`config.mk`:
```
export PLATFORM = sky130hd
export DESIGN_NAME = tachometer_period_to_rpm_unit
export DESIGN_NICKNAME = d
export VERILOG_FILES = /design/src/rtl/tpr_pkg.sv /design/src/rtl/tachometer_period_to_rpm_unit.sv /design/src/rtl/tpr_div.sv /design/src/rtl/tpr_dp.sv /design/src/rtl/tpr_ctrl.sv
export SDC_FILE = /design/constraint.sdc
export NUM_CORES = 1
export LEC_CHECK = 0
export BUFFER_PORTS_ARGS = -buffer_cell sky130_fd_sc_hd__buf_2
export CORE_MARGIN = 2
export CORE_UTILIZATION = 25
export DETAILED_ROUTE_END_ITERATION = 10
export SYNTH_ARGS = -nofsm -noshare
export SYNTH_HDL_FRONTEND = slang
export SYNTH_HIERARCHICAL = 1
export SYNTH_SLANG_ARGS = --single-unit
```
`constraint.sdc`:
```
create_clock -name clk -period 6.9 [get_ports clk]
set_input_delay 1.035 -clock clk [delete_from_list [all_inputs] [get_ports clk]]
set_output_delay 1.035 -clock clk [all_outputs]
set_load 0.05 [all_outputs]
```
`src/rtl/tpr_pkg.sv`:
```
// Shared types and constants of the tachometer period-to-speed unit.
package tpr_pkg;

  localparam int RATE_WIDTH     = 32;
  localparam int RELOAD_WIDTH   = 3;
  localparam int TIMEOUT_WIDTH  = 4;
  localparam int SPEED_WIDTH    = 16;
  localparam int STAMP_IN_WIDTH = 16;
  localparam int CHANNEL_WIDTH  = 2;
  localparam int OUT_FIELDS     = 4;

  localparam logic [RATE_WIDTH-1:0]           RATE_RESET    = 32'd60000000;
  localparam logic [RELOAD_WIDTH-1:0]         RELOAD_RESET  = 3'd2;
  localparam logic signed [TIMEOUT_WIDTH-1:0] TIMEOUT_RESET = 4'sd2;
  localparam logic [SPEED_WIDTH-1:0]          SPEED_MAX     = 16'hFFFF;

  // Configuration register indexes
  localparam logic REG_RATE   = 1'b0;
  localparam logic REG_RELOAD = 1'b1;

  // Item kinds
  localparam logic ACT_CAPTURE = 1'b0;
  localparam logic ACT_TICK    = 1'b1;

  typedef enum logic [2:0] {
    ST_IDLE,
    ST_START,
    ST_DIVIDE,
    ST_DELIVER
  } tpr_state_t;

  typedef struct packed {
    logic take_item;
    logic start_div;
    logic store_speed;
    logic load_out;
  } tpr_cmd_t;

  typedef struct packed {
    logic capture_ok;
    logic div_done;
  } tpr_status_t;

endpackage

```
`src/rtl/tachometer_period_to_rpm_unit.sv`:
```
// Top level of the four-channel tachometer period-to-speed unit.
//
// Each input transaction is either a capture (action 0: a channel, a timer
// stamp and an overrun flag) or a timer tick (action 1), and each one yields
// exactly one output transaction carrying the speeds of all four channels
// after the update. A capture turns the time since the channel's previous
// stamp into a period, alternates it between two slots, and divides
// rate_numerator by the sum of both slots in a shared restoring divider that
// produces one quotient bit per clock; quotients above 65535, or a zero slot
// sum, read as 65535. After acceptance a capture passes through the start,
// divide and deliver states before the next acceptance; a tick, or a
// capture on a nonexistent channel, goes to deliver. The result sits in an
// output register, so the next transaction is accepted while the previous
// result still waits under out_stall. Ticks count down each channel's
// timeout (loaded from timeout_reload on a capture); once it drops below
// zero that channel reads speed zero until its next capture. Write the
// configuration registers (index 0 rate_numerator, index 1 timeout_reload)
// only while the unit is idle.
module tachometer_period_to_rpm_unit #(
  parameter int NUM_CHANNELS = 4,
  parameter int STAMP_WIDTH  = 16
) (
  input  logic                                 clk,
  input  logic                                 rst,
  input  logic                                 wr_en,
  input  logic                                 wr_index,
  input  logic [tpr_pkg::RATE_WIDTH-1:0]       wr_data,
  input  logic                                 in_valid,
  output logic                                 in_stall,
  input  logic                                 action,
  input  logic [tpr_pkg::CHANNEL_WIDTH-1:0]    channel,
  input  logic [tpr_pkg::STAMP_IN_WIDTH-1:0]   capture_value,
  input  logic                                 overrun,
  output logic                                 out_valid,
  input  logic                                 out_stall,
  output logic [tpr_pkg::SPEED_WIDTH-1:0]      speed_ch0,
  output logic [tpr_pkg::SPEED_WIDTH-1:0]      speed_ch1,
  output logic [tpr_pkg::SPEED_WIDTH-1:0]      speed_ch2,
  output logic [tpr_pkg::SPEED_WIDTH-1:0]      speed_ch3
);

  tpr_pkg::tpr_cmd_t    cmd;
  tpr_pkg::tpr_status_t status;
  logic [tpr_pkg::SPEED_WIDTH-1:0] speed_out [tpr_pkg::OUT_FIELDS];

  // Sequencing: accept, start divider, wait, store speed, hand off result.
  tpr_ctrl u_ctrl (
    .clk       (clk),
    .rst       (rst),
    .in_valid  (in_valid),
    .in_stall  (in_stall),
    .out_valid (out_valid),
    .out_stall (out_stall),
    .status    (status),
    .cmd       (cmd)
  );

  // Per-channel state, divider and the result register.
  tpr_dp #(
    .NUM_CHANNELS(NUM_CHANNELS),
    .STAMP_WIDTH (STAMP_WIDTH)
  ) u_dp (
    .clk           (clk),
    .rst           (rst),
    .cmd           (cmd),
    .status        (status),
    .wr_en         (wr_en),
    .wr_index      (wr_index),
    .wr_data       (wr_data),
    .action        (action),
    .channel       (channel),
    .capture_value (capture_value),
    .overrun       (overrun),
    .speed_out     (speed_out)
  );

  assign speed_ch0 = speed_out[0];
  assign speed_ch1 = speed_out[1];
  assign speed_ch2 = speed_out[2];
  assign speed_ch3 = speed_out[3];

  // Never overwrite a result that is still waiting to be taken.
  a_no_overwrite: assert property (@(posedge clk) disable iff (rst)
    cmd.load_out |-> !(out_valid && out_stall))
    else $error("result register overwritten while stalled");

  // In the cycle after an accepted transaction the unit is busy.
  a_busy_after_accept: assert property (@(posedge clk) disable iff (rst)
    (in_valid && !in_stall) |=> in_stall)
    else $error("transaction accepted back to back");

  // The divider only starts while no new transaction can enter.
  a_div_start_busy: assert property (@(posedge clk) disable iff (rst)
    cmd.start_div |-> in_stall)
    else $error("divider started while idle");

  // A divider result arrives only while the unit is busy with a capture.
  a_done_busy: assert property (@(posedge clk) disable iff (rst)
    status.div_done |-> (in_stall && !cmd.load_out))
    else $error("divider finished outside a capture");

endmodule

```
`src/rtl/tpr_div.sv`:
```
// Restoring divider, one quotient bit per cycle.
module tpr_div #(
  parameter int DIVISOR_WIDTH = 17
) (
  input  logic                                 clk,
  input  logic                                 rst,
  input  logic                                 start,
  input  logic [tpr_pkg::RATE_WIDTH-1:0]       dividend,
  input  logic [DIVISOR_WIDTH-1:0]             divisor,
  output logic                                 done,
  output logic [tpr_pkg::RATE_WIDTH-1:0]       quotient
);

  localparam int CNT_WIDTH = $clog2(tpr_pkg::RATE_WIDTH);
  localparam logic [CNT_WIDTH-1:0] LAST_STEP = CNT_WIDTH'(tpr_pkg::RATE_WIDTH - 1);

  logic                     busy;
  logic [CNT_WIDTH-1:0]     count;
  logic [DIVISOR_WIDTH-1:0] dsor;
  logic [DIVISOR_WIDTH-1:0] rem;
  logic [DIVISOR_WIDTH-1:0] rem_next;
  logic [DIVISOR_WIDTH:0]   trial;
  logic                     fits;

  // A zero divisor always fits, so the quotient comes out all ones.
  always_comb begin
    trial    = {rem, quotient[tpr_pkg::RATE_WIDTH-1]};
    fits     = (trial >= {1'b0, dsor});
    rem_next = fits ? DIVISOR_WIDTH'(trial - {1'b0, dsor}) : DIVISOR_WIDTH'(trial);
  end

  always_ff @(posedge clk) begin
    if (rst) begin
      busy  <= 1'b0;
      done  <= 1'b0;
      count <= '0;
    end else begin
      done <= 1'b0;
      if (start) begin
        busy  <= 1'b1;
        count <= '0;
      end else if (busy) begin
        count <= count + 1'b1;
        if (count == LAST_STEP) begin
          busy <= 1'b0;
          done <= 1'b1;
        end
      end
    end
  end

  always_ff @(posedge clk) begin
    if (start) begin
      quotient <= dividend;
      rem      <= '0;
      dsor     <= divisor;
    end else if (busy) begin
      quotient <= {quotient[tpr_pkg::RATE_WIDTH-2:0], fits};
      rem      <= rem_next;
    end
  end

endmodule

```
`src/rtl/tpr_dp.sv`:
```
// Datapath: per-channel stamps, period slots, timeouts, speeds and result register.
module tpr_dp #(
  parameter int NUM_CHANNELS = 4,
  parameter int STAMP_WIDTH  = 16
) (
  input  logic                                     clk,
  input  logic                                     rst,
  input  tpr_pkg::tpr_cmd_t                        cmd,
  output tpr_pkg::tpr_status_t                     status,
  input  logic                                     wr_en,
  input  logic                                     wr_index,
  input  logic [tpr_pkg::RATE_WIDTH-1:0]           wr_data,
  input  logic                                     action,
  input  logic [tpr_pkg::CHANNEL_WIDTH-1:0]        channel,
  input  logic [tpr_pkg::STAMP_IN_WIDTH-1:0]       capture_value,
  input  logic                                     overrun,
  output logic [tpr_pkg::SPEED_WIDTH-1:0]          speed_out [tpr_pkg::OUT_FIELDS]
);

  localparam int CW = (NUM_CHANNELS > 1) ? $clog2(NUM_CHANNELS) : 1;
  localparam int DW = STAMP_WIDTH + 1;

  logic [tpr_pkg::RATE_WIDTH-1:0]             rate_numerator;
  logic [tpr_pkg::RELOAD_WIDTH-1:0]           timeout_reload;
  logic [STAMP_WIDTH-1:0]                     last_stamp   [NUM_CHANNELS];
  logic [STAMP_WIDTH-1:0]                     slot0        [NUM_CHANNELS];
  logic [STAMP_WIDTH-1:0]                     slot1        [NUM_CHANNELS];
  logic                                       slot_toggle  [NUM_CHANNELS];
  logic signed [tpr_pkg::TIMEOUT_WIDTH-1:0]   timeout_left [NUM_CHANNELS];
  logic signed [tpr_pkg::TIMEOUT_WIDTH-1:0]   timeout_next [NUM_CHANNELS];
  logic [tpr_pkg::SPEED_WIDTH-1:0]            speed_value  [NUM_CHANNELS];
  logic [tpr_pkg::SPEED_WIDTH-1:0]            snap         [tpr_pkg::OUT_FIELDS];
  logic [CW-1:0]                              cur_ch;

  logic [CW-1:0]                  ch_idx;
  logic [STAMP_WIDTH-1:0]         stamp;
  logic [STAMP_WIDTH-1:0]         old_stamp;
  logic [STAMP_WIDTH-1:0]         period;
  logic [DW-1:0]                  divisor;
  logic                           div_done;
  logic [tpr_pkg::RATE_WIDTH-1:0] quotient;
  logic [tpr_pkg::SPEED_WIDTH-1:0] speed_sat;

  // Capture decode: an overrun restarts from the new stamp, giving a full-scale period.
  always_comb begin
    ch_idx    = CW'(channel);
    stamp     = STAMP_WIDTH'(capture_value);
    old_stamp = overrun ? stamp : last_stamp[ch_idx];
    period    = (stamp > old_stamp) ? (stamp - old_stamp)
                                    : (stamp - old_stamp - STAMP_WIDTH'(1));
    status.capture_ok = (action == tpr_pkg::ACT_CAPTURE) && (int'(channel) < NUM_CHANNELS);
    status.div_done   = div_done;
    divisor   = {1'b0, slot0[cur_ch]} + {1'b0, slot1[cur_ch]};
    speed_sat = (|quotient[tpr_pkg::RATE_WIDTH-1:tpr_pkg::SPEED_WIDTH]) ? tpr_pkg::SPEED_MAX
                : quotient[tpr_pkg::SPEED_WIDTH-1:0];
  end

  // Tick: count down, hold at minus one.
  always_comb begin
    for (int i = 0; i < NUM_CHANNELS; i++) begin
      timeout_next[i] = timeout_left[i][tpr_pkg::TIMEOUT_WIDTH-1] ? timeout_left[i]
                        : timeout_left[i] - 4'sd1;
    end
  end

  for (genvar j = 0; j < tpr_pkg::OUT_FIELDS; j++) begin : g_snap
    if (j < NUM_CHANNELS) begin : g_on
      assign snap[j] = speed_value[j];
    end else begin : g_off
      assign snap[j] = '0;
    end
  end

  tpr_div #(
    .DIVISOR_WIDTH(DW)
  ) u_div (
    .clk      (clk),
    .rst      (rst),
    .start    (cmd.start_div),
    .dividend (rate_numerator),
    .divisor  (divisor),
    .done     (div_done),
    .quotient (quotient)
  );

  always_ff @(posedge clk) begin
    if (rst) begin
      rate_numerator <= tpr_pkg::RATE_RESET;
      timeout_reload <= tpr_pkg::RELOAD_RESET;
      for (int i = 0; i < NUM_CHANNELS; i++) begin
        last_stamp[i]   <= '0;
        slot0[i]        <= '0;
        slot1[i]        <= '0;
        slot_toggle[i]  <= 1'b0;
        timeout_left[i] <= tpr_pkg::TIMEOUT_RESET;
        speed_value[i]  <= '0;
      end
    end else begin
      if (wr_en) begin
        unique case (wr_index)
          tpr_pkg::REG_RATE:   rate_numerator <= wr_data;
          tpr_pkg::REG_RELOAD: timeout_reload <= wr_data[tpr_pkg::RELOAD_WIDTH-1:0];
          default: ;
        endcase
      end
      if (cmd.take_item) begin
        if (status.capture_ok) begin
          if (slot_toggle[ch_idx]) begin
            slot1[ch_idx] <= period;
          end else begin
            slot0[ch_idx] <= period;
          end
          slot_toggle[ch_idx]  <= ~slot_toggle[ch_idx];
          last_stamp[ch_idx]   <= stamp;
          timeout_left[ch_idx] <= $signed({1'b0, timeout_reload});
        end else if (action == tpr_pkg::ACT_TICK) begin
          for (int i = 0; i < NUM_CHANNELS; i++) begin
            timeout_left[i] <= timeout_next[i];
            if (timeout_next[i] < 0) begin
              speed_value[i] <= '0;
            end
          end
        end
      end
      if (cmd.store_speed) begin
        speed_value[cur_ch] <= speed_sat;
      end
    end
  end

  always_ff @(posedge clk) begin
    if (cmd.take_item) begin
      cur_ch <= ch_idx;
    end
    if (cmd.load_out) begin
      speed_out <= snap;
    end
  end

endmodule

```
`src/rtl/tpr_ctrl.sv`:
```
// Controller: sequences accept, divide, store and result hand-off.
module tpr_ctrl (
  input  logic                  clk,
  input  logic                  rst,
  input  logic                  in_valid,
  output logic                  in_stall,
  output logic                  out_valid,
  input  logic                  out_stall,
  input  tpr_pkg::tpr_status_t  status,
  output tpr_pkg::tpr_cmd_t     cmd
);

  tpr_pkg::tpr_state_t state;
  tpr_pkg::tpr_state_t state_next;

  always_comb begin
    state_next = state;
    unique case (state)
      tpr_pkg::ST_IDLE: begin
        if (in_valid) begin
          state_next = status.capture_ok ? tpr_pkg::ST_START : tpr_pkg::ST_DELIVER;
        end
      end
      tpr_pkg::ST_START:  state_next = tpr_pkg::ST_DIVIDE;
      tpr_pkg::ST_DIVIDE: begin
        if (status.div_done) begin
          state_next = tpr_pkg::ST_DELIVER;
        end
      end
      tpr_pkg::ST_DELIVER: begin
        if (!out_valid || !out_stall) begin
          state_next = tpr_pkg::ST_IDLE;
        end
      end
      default: state_next = tpr_pkg::ST_IDLE;
    endcase
  end

  always_comb begin
    cmd      = '0;
    in_stall = 1'b1;
    unique case (state)
      tpr_pkg::ST_IDLE: begin
        in_stall      = 1'b0;
        cmd.take_item = in_valid;
      end
      tpr_pkg::ST_START:   cmd.start_div   = 1'b1;
      tpr_pkg::ST_DIVIDE:  cmd.store_speed = status.div_done;
      tpr_pkg::ST_DELIVER: cmd.load_out    = !out_valid || !out_stall;
      default: ;
    endcase
  end

  always_ff @(posedge clk) begin
    if (rst) begin
      state     <= tpr_pkg::ST_IDLE;
      out_valid <= 1'b0;
    end else begin
      state <= state_next;
      if (cmd.load_out) begin
        out_valid <= 1'b1;
      end else if (!out_stall) begin
        out_valid <= 1'b0;
      end
    end
  end

endmodule
```
======== Word level (Yosys, flattened, before mapping) ========
Memories as Yosys holds them, arrays and structs flattened. A register that Yosys moved wholly into a read port is not among the register bits.
Cells that the tools add are included.
storage, ports and cells
  input port bits ......................... 58
  word-level logic and storage cells ...... 165
  memories kept ........................... 6
  memory bits (writable) .................. 276
  output and inout port bits .............. 66
  bits in registers ....................... 114
operators by class
  magnitude comparators ................... 6
  mux-type cells .......................... 97
  equal/unequal tests ..................... 8
  add/subtract/negate cells ............... 9
  bitwise operators ....................... 11
  reductions and logical operators ........ 17
memory list
  name               words  width  read ports  clocked after memory_dff  write ports  RTL line      text
  u_dp.last_stamp    4      16     1           0                         4            tpr_dp.sv:25  logic [STAMP_WIDTH-1:0] last_stamp [NUM_CHANNELS];
  u_dp.slot0         4      16     1           1                         4            tpr_dp.sv:26  logic [STAMP_WIDTH-1:0] slot0 [NUM_CHANNELS];
  u_dp.slot1         4      16     1           1                         4            tpr_dp.sv:27  logic [STAMP_WIDTH-1:0] slot1 [NUM_CHANNELS];
  u_dp.speed_value   4      16     4           4                         4            tpr_dp.sv:31  logic [tpr_pkg::SPEED_WIDTH-1:0] speed_value [NUM_CHANNELS];
  u_dp.timeout_left  4      4      4           0                         4            tpr_dp.sv:29  logic signed [tpr_pkg::TIMEOUT_WIDTH-1:0] timeout_left [NUM_CHANNELS];
  u_dp.slot_toggle   4      1      1           0                         4            tpr_dp.sv:28  logic slot_toggle [NUM_CHANNELS];
operators by type and width
  cell                                                                          count
  16-bit 2-to-1 mux                                                             11
  16-bit OR reduction                                                           5
  32-bit 2-to-1 mux                                                             2
  1-bit 2-to-1 mux                                                              61
  4-bit 2-to-1 mux                                                              9
  18-bit by 17-bit >= comparator with 1-bit output                              1
  2-bit 2-to-1 mux                                                              9
  16-bit by 16-bit adder with 17-bit output                                     1
  17-bit 2-to-1 mux                                                             1
  17-bit subtractor                                                             1
  16-bit > comparator                                                           1
  4-bit by 1-bit less-than comparator with 1-bit output, second input constant  4
  16-bit by 1-bit subtractor with 16-bit output, second input constant          1
  16-bit subtractor                                                             1
  4-bit by 2-bit subtractor with 4-bit output, second input constant            4
  3-bit one-hot mux with 4 select lines                                         1
  3-bit 2-to-1 mux                                                              3
  1-bit bitwise OR                                                              8
  3-bit by 2-bit == test with 1-bit output, second input constant               2
  2-bit by 1-bit inequality test with 1-bit output, second input constant       3
  5-bit by 1-bit adder with 5-bit output, second input constant                 1
  5-bit == test, second input constant                                          1
  2-bit AND reduction                                                           2
  4-bit OR reduction                                                            1
  other kinds (11)                                                              14

======== Longest topological paths before layout ========
An unclocked memory read counts as a cell.
  word-level depth ........................ 11
  mapped depth ............................ 15

======== Cells and area by module ========
The synthesis kept the hierarchy.
modules (own cells, without submodules)
  module    cells each  instances  area an instance (µm²)
  tpr_dp    1248        1          16429.5
  tpr_div   323         1          3706.1
  tpr_ctrl  24          1          229.0

======== Worst setup path before layout ========
OpenSTA, ideal clock, no wires.
  kind .................................... input-to-reg
  start point ............................. in channel[0] in the netlist's numbering
  end point ............................... mem u_dp.slot0[1][15] (data pin)
  path slack .............................. 1.788 ns
  required time ........................... 6.627 ns
  arrival ................................. 4.839 ns
  stages .................................. 14
  path buffers ............................ 2
  library setup time ...................... 0.273 ns
  path through ............................ buf_1 -> clkbuf_1 -> mux4_2 -> mux2i_1 -> ha_1 -> a21oi_1 -> a21oi_1 -> nor3_1 -> o21ai_0 -> xor2_1 -> or3_4 -> nor4_4 -> xnor2_1 -> nor2_1
RTL lines
  item                RTL line                             text
  start: declaration  tachometer_period_to_rpm_unit.sv:31  input logic [tpr_pkg::CHANNEL_WIDTH-1:0] channel,
  end: declaration    tpr_dp.sv:26

==> results.sh <==
export IMPL_ys_seq_elements=455
export IMPL_overflow=0
export IMPL_setup_worst_path_class="primary input to flop"
export IMPL_p_leak_nw=8.999
export IMPL_critPathMaxStageDelay_ns=0.51
export IMPL_portBuffers=123
export IMPL_die_x_um=289.4
export IMPL_hold_viol=0
export IMPL_worstMarginPinSlew_ns=1.203
export IMPL_ys_types=72
export IMPL_clk_pin_slew_ns=0.07
export IMPL_cts_buffer_depth=3
export IMPL_endpoint_kind="flop"
export IMPL_r2r_end="u_dp/u_div/dsor[15]"
export IMPL_antenna_found_initial=4
export IMPL_tritoncts="done"
export IMPL_root_buffer="clkbuf_16"
export IMPL_viasPerCell=4.601
export IMPL_final_common_cell="edfxtp_1"
export IMPL_r2r_slack_ns=2.81
export IMPL_ir_worst_vdd_v=0.0002019
export IMPL_fill_cells=8077
export IMPL_pin_count=124
export IMPL_rows=104
export IMPL_yosysSeqAreaShare_pct=63.75
export IMPL_dp_cells=2725
export IMPL_status="finished, final reports clean"
export IMPL_critPathRequiredTime_ns=7.19
export IMPL_grt_pass1_wl_um=74130
export IMPL_syn_area_um2=20360
export IMPL_critical_path_top_delay_family="compound AO/OA/AOI/OAI gates"
export IMPL_fin_crit_sh_pct=66.60
export IMPL_die_y_um=289.4
export IMPL_cts_sinks=455
export IMPL_worstHoldStart="u_dp/speed_value[1][8]"
export IMPL_holdPathStages=0
export IMPL_die_area_um2=83760
export IMPL_syn_nets=1718
export IMPL_fmax_mhz=217.6
export IMPL_slew_limit_headroom_pct=19.43
export IMPL_syn_to_final_growth_pct=16.40
export IMPL_hpwl_um=33410
export IMPL_drc=0
export IMPL_fin_cells=2812
export IMPL_critPathLaunchType="primary input"
export IMPL_synth_area_per_cell_um2=12.77
export IMPL_coreArea_um2=80550
export IMPL_powerDensity_nw_per_um2=357.2
export IMPL_setup_tns_ns=0
export IMPL_async_flop_share_pct=0
export IMPL_yosys_area_top_type="edfxtp_1"
export IMPL_utilization_pct=29.43
export IMPL_postCtsHoldBufs=0
export IMPL_postCtsSetupBuffers=0
export IMPL_final_cell_mix="edfxtp_1 (387), nor2_1 (276), nand2_1 (151), buf_2 (123), inv_1 (79)"
export IMPL_grt_max_degree=65
export IMPL_hold_class="flop to flop"
export IMPL_postRouteAntennaNets=0
export IMPL_critPathMaxFanout=13
export IMPL_whs_ns=0.4102
export IMPL_grt_use_total_pct=11.32
export IMPL_synth_top_cell_area_share_pct=57.07
export IMPL_rsz0062_at_grt="false"
export IMPL_grt_pass1_vias=12810
export IMPL_drive_gt1_share_pct=18.36
export IMPL_ff2ff_path_depth=12
export IMPL_yosysWarnings=6
export IMPL_syn_inst=1595
export IMPL_crit_path_top_delay_cell="mux4_2"
export IMPL_avgRoutedWirePerCell_um=17.27
export IMPL_drtIter0Drc=1135
export IMPL_synthFlopType="edfxtp_1"
export IMPL_holdPathEnd="u_dp/speed_out[40]"
export IMPL_synth_area_leaders="edfxtp_1 (57%), dfxtp_1 (6.7%), mux4_2 (5.4%)"
export IMPL_vias=12940
export IMPL_routabilityCongestion=0.8352
export IMPL_setup_viol=0
export IMPL_htree_num_levels=2
export IMPL_start_util_pct=25.28
export IMPL_fin_skew_ns=0.02062
export IMPL_critical_path_buf_inv_count=2
export IMPL_post_cts_resized=0
export IMPL_period_minus_slack_ns=4.595
export IMPL_slew_viol_final=0
export IMPL_routed_wirelength_um=48580
export IMPL_synth_edf_count=387
export IMPL_layout_nets=1835
export IMPL_drv_cap=0
export IMPL_firstDrtPassIters=5
export IMPL_cts_buffers=45
export IMPL_worstPathCellList="buf_2 -> buf_4 -> mux4_2 -> mux2i_1 -> ha_1 -> a21o_1 -> a21o_1 -> a21oi_1 -> o211ai_1 -> a21oi_1 -> nand3_1 -> nor4_4 -> xnor2_1 -> nor2_1"
export IMPL_arrival_ns=4.89
export IMPL_clock_latency_ns=0.57
## cells by family (layout without fill, tap and decap cells)
family                     after synthesis  after routing  share of synthesized area (%)
buffers and inverters                  147            300                          2.759
DFF                                    455            455                          63.75
xor gates and xnor gates                60             60                          2.581
adders and majority gates               65             65                          4.104
muxes                                  104            104                          8.337
AOI/OAI and AO/OA                      188            188                          6.027
other                                    0              4                              0
and+or+nand+nor                        576            576                          12.44
## cell usage after synthesis (31+ instances only)
cell type,n
a21oi_1,67
clkbuf_1,49
dfxtp_1,68
edfxtp_1,387
ha_1,62
inv_1,79
mux2_2,35
mux4_2,49
nand2_1,151
nand3_1,33
nor2_1,279
o21ai_0,31
xnor2_1,34
## flip-flops by register name, indices dropped and copies added, names as in the netlist, named ones only
name                 count
u_dp/speed_value        64
u_dp/speed_out          64
u_dp/slot1              64
u_dp/slot_toggle         4
u_dp/rate_numerator     32
u_dp/slot0              64
u_dp/u_div/quotient     32
u_dp/u_div/busy          1
u_dp/u_div/dsor         17
u_ctrl/out_valid         1
u_dp/last_stamp         64
u_dp/timeout_left       16
u_dp/u_div/count         5
u_dp/u_div/done          1
u_dp/u_div/rem          17
u_dp/cur_ch              2
u_ctrl/state             2
u_dp/timeout_reload      3
## worst max-delay path by stage
stage / start / end / slack, ns / depth (start not counted)
after floorplan: channel[0] / u_dp/slot0[1][15] / 1.79 / 14
after global placement: channel[0] / u_dp/slot1[0][15] / 1.76 / 14
after detailed placement: channel[0] / u_dp/slot0[1][15] / 1.74 / 14
after CTS: channel[0] / u_dp/slot0[1][15] / 2.33 / 14
after global routing: channel[0] / u_dp/slot1[0][15] / 1.97 / 13
final: channel[0] / u_dp/slot0[1][15] / 2.30 / 14
## through the flow
step / setup WS [ns] / power (mW) / instance area, um^2
6_report: 2.305 / 8.467 / 23700
5_1_grt: 1.974 / 8.910 / 23700
3_5_place_dp: 1.739 / 6.004 / 22190
4_1_cts: 2.327 / 8.518 / 23690
3_3_place_gp: 1.763 / 5.951 / 22190
2_1_floorplan: 1.788 / 5.407 / 20360
## layout make-up
type | count | area, um^2 | area share [%]
multi-input cells | 993 | 6850 | 28.90
inverters | 79 | 296.5 | 1.251
clock inverters | 25 | 314.1 | 1.325
well taps | 1060 | 1326 | 5.595
flip-flops and latches | 455 | 12980 | 54.77
clock buffers | 58 | 1195 | 5.041
repair buffers | 138 | 728.2 | 3.072
diodes | 4 | 10.01 | 0.04223
## power breakdown
| group | total [mW] | internal (mW) | switching [mW] | leakage [nW] |
|---|---|---|---|---|
| clock | 2.50 | 1.43 | 1.07 | 0.731 |
| combinational | 2.29 | 0.885 | 1.40 | 3.87 |
| sequential | 3.68 | 3.47 | 0.206 | 4.40 |
| total | 8.47 | 5.79 | 2.68 | 9.00 |
## metal layers
| metal | share of wire (%) | track usage (%) | vias up |
|---|---|---|---|
| li1 | - | - | 6005 |
| met1 | 45 | 15.93 | 6444 |
| met2 | 47 | 18.04 | 414 |
| met3 | 6.3 | 2.118 | 73 |
| met4 | 1.6 | 2.642 | 2 |
| met5 | 0.027 | 0 | - |
Note: power is estimated with default switching activity, not from simulation.
